**src/rtl/ccld_pkg.sv**
```systemverilog
// Shared types and constants of the character canvas line drawer.
`timescale 1ns / 1ps
`default_nettype none

package ccld_pkg;

  localparam int unsigned COORD_W   = 6;
  localparam int unsigned EXT_W     = COORD_W + 1;
  localparam int unsigned MARK_W    = 3;
  localparam int unsigned CFG_W     = 7;
  localparam int unsigned CFG_IDX_W = 1;

  typedef enum logic [MARK_W-1:0] {
    MARK_BLANK     = 3'd0,
    MARK_SLASH     = 3'd1,
    MARK_BACKSLASH = 3'd2,
    MARK_DASH      = 3'd3,
    MARK_BAR       = 3'd4,
    MARK_PLUS      = 3'd5
  } mark_e;

  typedef enum logic [CFG_IDX_W-1:0] {
    CFG_ROWS = 1'b0,
    CFG_COLS = 1'b1
  } cfg_idx_e;

  typedef enum logic {
    REQ_DRAW  = 1'b0,
    REQ_ERASE = 1'b1
  } req_e;

  // Commands from the controller to the datapath.
  typedef struct packed {
    logic load;     // capture and decode the input transaction
    logic rd;       // read the current cell
    logic wr;       // write the merged cell, load the result and step
    logic bad_out;  // load the rejection result
    logic clr;      // blank one cell of the clearing pass
  } cmd_t;

  // Status from the datapath to the controller.
  typedef struct packed {
    logic bad;
    logic last;
    logic out_free;
    logic clr_done;
  } sts_t;

endpackage

`default_nettype wire

```
**src/rtl/ccld_ctrl.sv**
```systemverilog
// Controller state machine of the character canvas line drawer.
`timescale 1ns / 1ps
`default_nettype none

module ccld_ctrl (
  input  wire logic           clk_i,
  input  wire logic           rst_ni,
  input  wire logic           in_valid_i,
  output logic                in_ready_o,
  input  wire ccld_pkg::sts_t sts_i,
  output ccld_pkg::cmd_t      cmd_o
);

  typedef enum logic [2:0] {
    ST_CLEAR,
    ST_IDLE,
    ST_CHECK,
    ST_READ,
    ST_MERGE
  } state_e;

  state_e state_q;

  assign in_ready_o = (state_q == ST_IDLE);

  always_comb begin
    cmd_o = '0;
    unique case (state_q)
      ST_CLEAR: cmd_o.clr     = 1'b1;
      ST_IDLE:  cmd_o.load    = in_valid_i;
      ST_CHECK: cmd_o.bad_out = sts_i.bad && sts_i.out_free;
      ST_READ:  cmd_o.rd      = 1'b1;
      ST_MERGE: cmd_o.wr      = sts_i.out_free;
      default:  cmd_o         = '0;
    endcase
  end

  always_ff @(posedge clk_i or negedge rst_ni) begin
    if (!rst_ni) begin
      state_q <= ST_CLEAR;
    end else begin
      unique case (state_q)
        ST_CLEAR: begin
          if (sts_i.clr_done) state_q <= ST_IDLE;
        end
        ST_IDLE: begin
          if (in_valid_i) state_q <= ST_CHECK;
        end
        ST_CHECK: begin
          if (!sts_i.bad) begin
            state_q <= ST_READ;
          end else if (sts_i.out_free) begin
            state_q <= ST_IDLE;
          end
        end
        ST_READ: begin
          state_q <= ST_MERGE;
        end
        ST_MERGE: begin
          if (sts_i.out_free) state_q <= sts_i.last ? ST_IDLE : ST_READ;
        end
        default: state_q <= ST_IDLE;
      endcase
    end
  end

  // Only one datapath command may be issued in any cycle.
  a_one_cmd: assert property (@(posedge clk_i) disable iff (!rst_ni)
    $onehot0(cmd_o))
    else $error("more than one datapath command at once");

  // An accepted transaction closes the input until its results are out.
  a_load_closes: assert property (@(posedge clk_i) disable iff (!rst_ni)
    cmd_o.load |=> !in_ready_o)
    else $error("input reopened straight after a transaction");

  // The final cell of an item returns the controller to idle.
  a_last_idle: assert property (@(posedge clk_i) disable iff (!rst_ni)
    (cmd_o.wr && sts_i.last) |=> in_ready_o)
    else $error("input not reopened after the final cell");

endmodule

`default_nettype wire

```
**config.mk**
```make
export PLATFORM = sky130hd
export DESIGN_NAME = ccld_ctrl
export DESIGN_NICKNAME = d
export VERILOG_FILES = /design/src/rtl/ccld_pkg.sv /design/src/rtl/ccld_ctrl.sv
export SDC_FILE = /design/constraint.sdc
export NUM_CORES = 1
export LEC_CHECK = 0
export BUFFER_PORTS_ARGS = -buffer_cell sky130_fd_sc_hd__buf_2
export CORE_AREA = 4 4 41 43
export DETAILED_ROUTE_END_ITERATION = 10
export DIE_AREA = 0 0 45 47
export GPL_TIMING_DRIVEN = 0
export PLACE_DENSITY = 0.43
export SYNTH_ARGS = -nofsm -noshare
export SYNTH_HDL_FRONTEND = slang
export SYNTH_SLANG_ARGS = --single-unit
```
**constraint.sdc**
```tcl
create_clock -name clk_i -period 0.99 [get_ports clk_i]
set_clock_uncertainty 0.05 [all_clocks]
set_input_delay 0.0495 -clock clk_i [delete_from_list [all_inputs] [get_ports clk_i]]
set_output_delay 0.0495 -clock clk_i [all_outputs]
set_load 0.1 [all_outputs]
```
==> impl_metrics.json <==
{
  "run_status": "finished with violations",
  "violations": "negative setup slack",
  "via_count": 288,
  "timing.reg2reg.setup_slack_ps": -320,
  "timing.critical_path.arrival_ps": 1260,
  "synth_cell_types": 20,
  "ys_ff_latch": 3,
  "critical_path.endpoint_type": "primary output",
  "gr-usage-all-layers_pct": 7.60,
  "postSynthAreaPerCell_um2": 9.81,
  "grt.overflow.total": 0,
  "timing_hold_violations_final": 0,
  "cts_htree_levels": 1,
  "synthFlopType": "sky130_fd_sc_hd__dfrtp_1",
  "synth_commonest_cells": "sky130_fd_sc_hd__dfrtp_1, sky130_fd_sc_hd__a21oi_1, sky130_fd_sc_hd__and3b_2, sky130_fd_sc_hd__buf_6",
  "drt_iter0_drc": 4,
  "floorplan.initialDensity_pct": 18.8,
  "first_pass_detailed_route_iteration_total": 2,
  "synth_area_um2": 245,
  "period_needed_ps": 1360,
  "worst_r2r_path_depth": 5,
  "worst_pin_slew_ps": 202,
  "synth-warning-count": 0,
  "setup_slack_ps": -369,
  "layout-area-overhead-vs-synth_pct": 137,
  "worst_reg2reg_endpoint": "state_q[0]$_DFFE_PN0P_",
  "dieWidth_um": 45,
  "fmax_mhz": 736,
  "largest_register_ff_count": 3,
  "portBuffers": 12,
  "holdPathStages": 2,
  "die_height_um": 47,
  "cts_inserted_buffers": 3,
  "drcViolationCount": 0,
  "timing.hold.worst_endpoint": "state_q[2]$_DFFE_PN0P_",
  "crit_type": "reg -> out",
  "placementRows": 13,
  "synth_fp_nets": 32,
  "grt_start_max_net_pins": 10,
  "coreArea_mm2": 0.00130,
  "use_met3_pct": 2.68,
  "fin_crit_sh_pct": 137,
  "fin_cells": 65,
  "maxSlewViolCount": 0,
  "r2r-start": "state_q[1]$_DFFE_PN0P_",
  "worstPathRequired_ps": 890,
  "timing.hold.worst.class": "in -> reg",
  "grt-busiest-layer": "met2",
  "grt_pass1_vias": 276,
  "post-synth-top-count-cell": "sky130_fd_sc_hd__dfrtp_1",
  "drt_wl_total_um": 723,
  "critical_path.max_fanout": 6,
  "worst_setup_path_start_kind": "flip-flop",
  "share_of_the_yosys_chip_area_belonging_to_registers_pct": 30.6,
  "leading_registers_by_flop_count": "state_q (3)",
  "cells_after_synth": 25,
  "detailedPlace.worstSlack_ps": -377,
  "drtAntennaViolNets": 0,
  "cts.reportedPaths.clkPinSlew_ps": 30,
  "synth_area_leader_cell": "sky130_fd_sc_hd__dfrtp_1",
  "setup_violations": 9,
  "antennaDiodeCount": 0,
  "post_route_cells_drive_above_1_share_pct": 74.0,
  "grt_setup_unrepaired": "yes",
  "hold_path.startpoint": "sts_i[1]",
  "maxCapViolations": 0,
  "io_pins": 13,
  "root_buffer": "sky130_fd_sc_hd__clkbuf_4",
  "dpl.cell_count": 52,
  "deepest_clock_path_buffer_count": 2,
  "post-synth-top-area-fraction_pct": 30.6,
  "dp.final_hpwl_um": 477,
  "max_flop_register": "state_q",
  "worstSkewPairLatency_ps": 220,
  "tritoncts": "yes",
  "edff_count_synth": 0,
  "netlist_top_cells_area": "sky130_fd_sc_hd__dfrtp_1, sky130_fd_sc_hd__buf_6, sky130_fd_sc_hd__and3b_2",
  "die_area_mm2": 0.00212,
  "timing.hold.ws_ps": 50.1,
  "synth_async_sr_flop_share_pct": 100,
  "gp_congestion": 0.717,
  "grt_first_pass_wirelength_um": 1170,
  "finish.net_count": 58,
  "globalRouteMet2Util_pct": 13.8,
  "finish.utilization_pct": 44.6,
  "global_route.usage.met1_pct": 8.47,
  "cts_num_sinks": 3,
  "number_of_antenna_violations_at_the_first_check_in_global_routing": 0,
  "timing.slew.headroom_pct": 86.5,
  "viasPerCell": 4.43,
  "detail_route.wl_per_cell_um": 11.1
}
==> logic make-up (layout without fill, tap and decap cells) <==
family                 Yosys count  after routing  synth area share (%)
AND/OR/NAND/NOR                 10             10                  33.2
AO/OA/AOI/OAI                    7              7                  19.4
buffers and inverters            4             29                  12.8
flip-flops                       3              3                  30.6
multiplexers                     1              1                  4.08
==> worst max-delay path by stage <==
stage                           start  endpoint  cells after the start
2_1_floorplan  state_q[2]$_DFFE_PN0P_  cmd_o[4]                      3
3_3_place_gp   state_q[1]$_DFFE_PN0P_  cmd_o[2]                      5
3_5_place_dp   state_q[2]$_DFFE_PN0P_  cmd_o[4]                      4
4_1_cts        state_q[1]$_DFFE_PN0P_  cmd_o[4]                      4
5_1_grt        state_q[1]$_DFFE_PN0P_  cmd_o[4]                      4
6_report       state_q[2]$_DFFE_PN0P_  cmd_o[4]                      4
==> layout make-up <==
class / instances / area, um2
Buffer: 3 / 33.8
Clock buffer: 4 / 26.3
Fill cell: 136 / 721
Inverter: 1 / 7.51
Multi-Input combinational cell: 18 / 185
Sequential cell: 3 / 75.1
Tap cell: 15 / 18.8
Timing Repair Buffer: 21 / 234
==> metal layers <==
metal / up-vias / routed length [um]
met3: 0 / 36
met1: 139 / 311
met2: 8 / 375
met5: - / 0
li1: 141 / -
met4: 0 / 0
==> cells in the final DEF, fill, tap and decap left out <==
master                          count
sky130_fd_sc_hd__nor3_2             1
sky130_fd_sc_hd__buf_4              4
sky130_fd_sc_hd__clkbuf_4           3
sky130_fd_sc_hd__nand2_1            1
sky130_fd_sc_hd__buf_6              6
sky130_fd_sc_hd__o21bai_1           1
sky130_fd_sc_hd__dlygate4sd3_1      2
sky130_fd_sc_hd__nand3_4            1
sky130_fd_sc_hd__dfrtp_1            3
sky130_fd_sc_hd__clkbuf_1           1
sky130_fd_sc_hd__a21oi_2            1
sky130_fd_sc_hd__clkinvlp_4         1
sky130_fd_sc_hd__and4b_4            1
sky130_fd_sc_hd__and2_4             1
sky130_fd_sc_hd__nor2b_4            1
sky130_fd_sc_hd__a21oi_1            1
sky130_fd_sc_hd__and3b_2            2
sky130_fd_sc_hd__o32a_1             1
sky130_fd_sc_hd__nor2_4             1
sky130_fd_sc_hd__buf_12             6
sky130_fd_sc_hd__nor3b_4            1
sky130_fd_sc_hd__o21ai_0            1
sky130_fd_sc_hd__o31a_1             1
sky130_fd_sc_hd__mux2i_1            1
sky130_fd_sc_hd__buf_2              6
sky130_fd_sc_hd__o22ai_2            1
==> worst max-delay path: stages (launching register included) <==
cell and delay [ps]:
sky130_fd_sc_hd__dfrtp_1 360, sky130_fd_sc_hd__buf_6 140, sky130_fd_sc_hd__nor3b_4 190, sky130_fd_sc_hd__and2_4 170, sky130_fd_sc_hd__buf_12 160
==> through the flow <==
stage / instance area [um2] / setup TNS (ps)
2_1_floorplan: 278 / -3240
3_3_place_gp: 357 / -2020
3_5_place_dp: 357 / -2170
4_1_cts: 549 / -2530
5_1_grt: 581 / -3070
6_report: 581 / -2600
==> repair_timing <==
action | CTS | global route
hold buffers | 2 | 0
endpoints found under the setup margin | 9 | 9
setup buffers | 5 | 2
pin swaps | 6 | 4
hold endpoints to repair | 4 | 0
resized for setup | 25 | 3
Power is left out: the tool's default activity adds up to more than one toggle a clock period on the data nets, which glitch-free logic cannot reach.
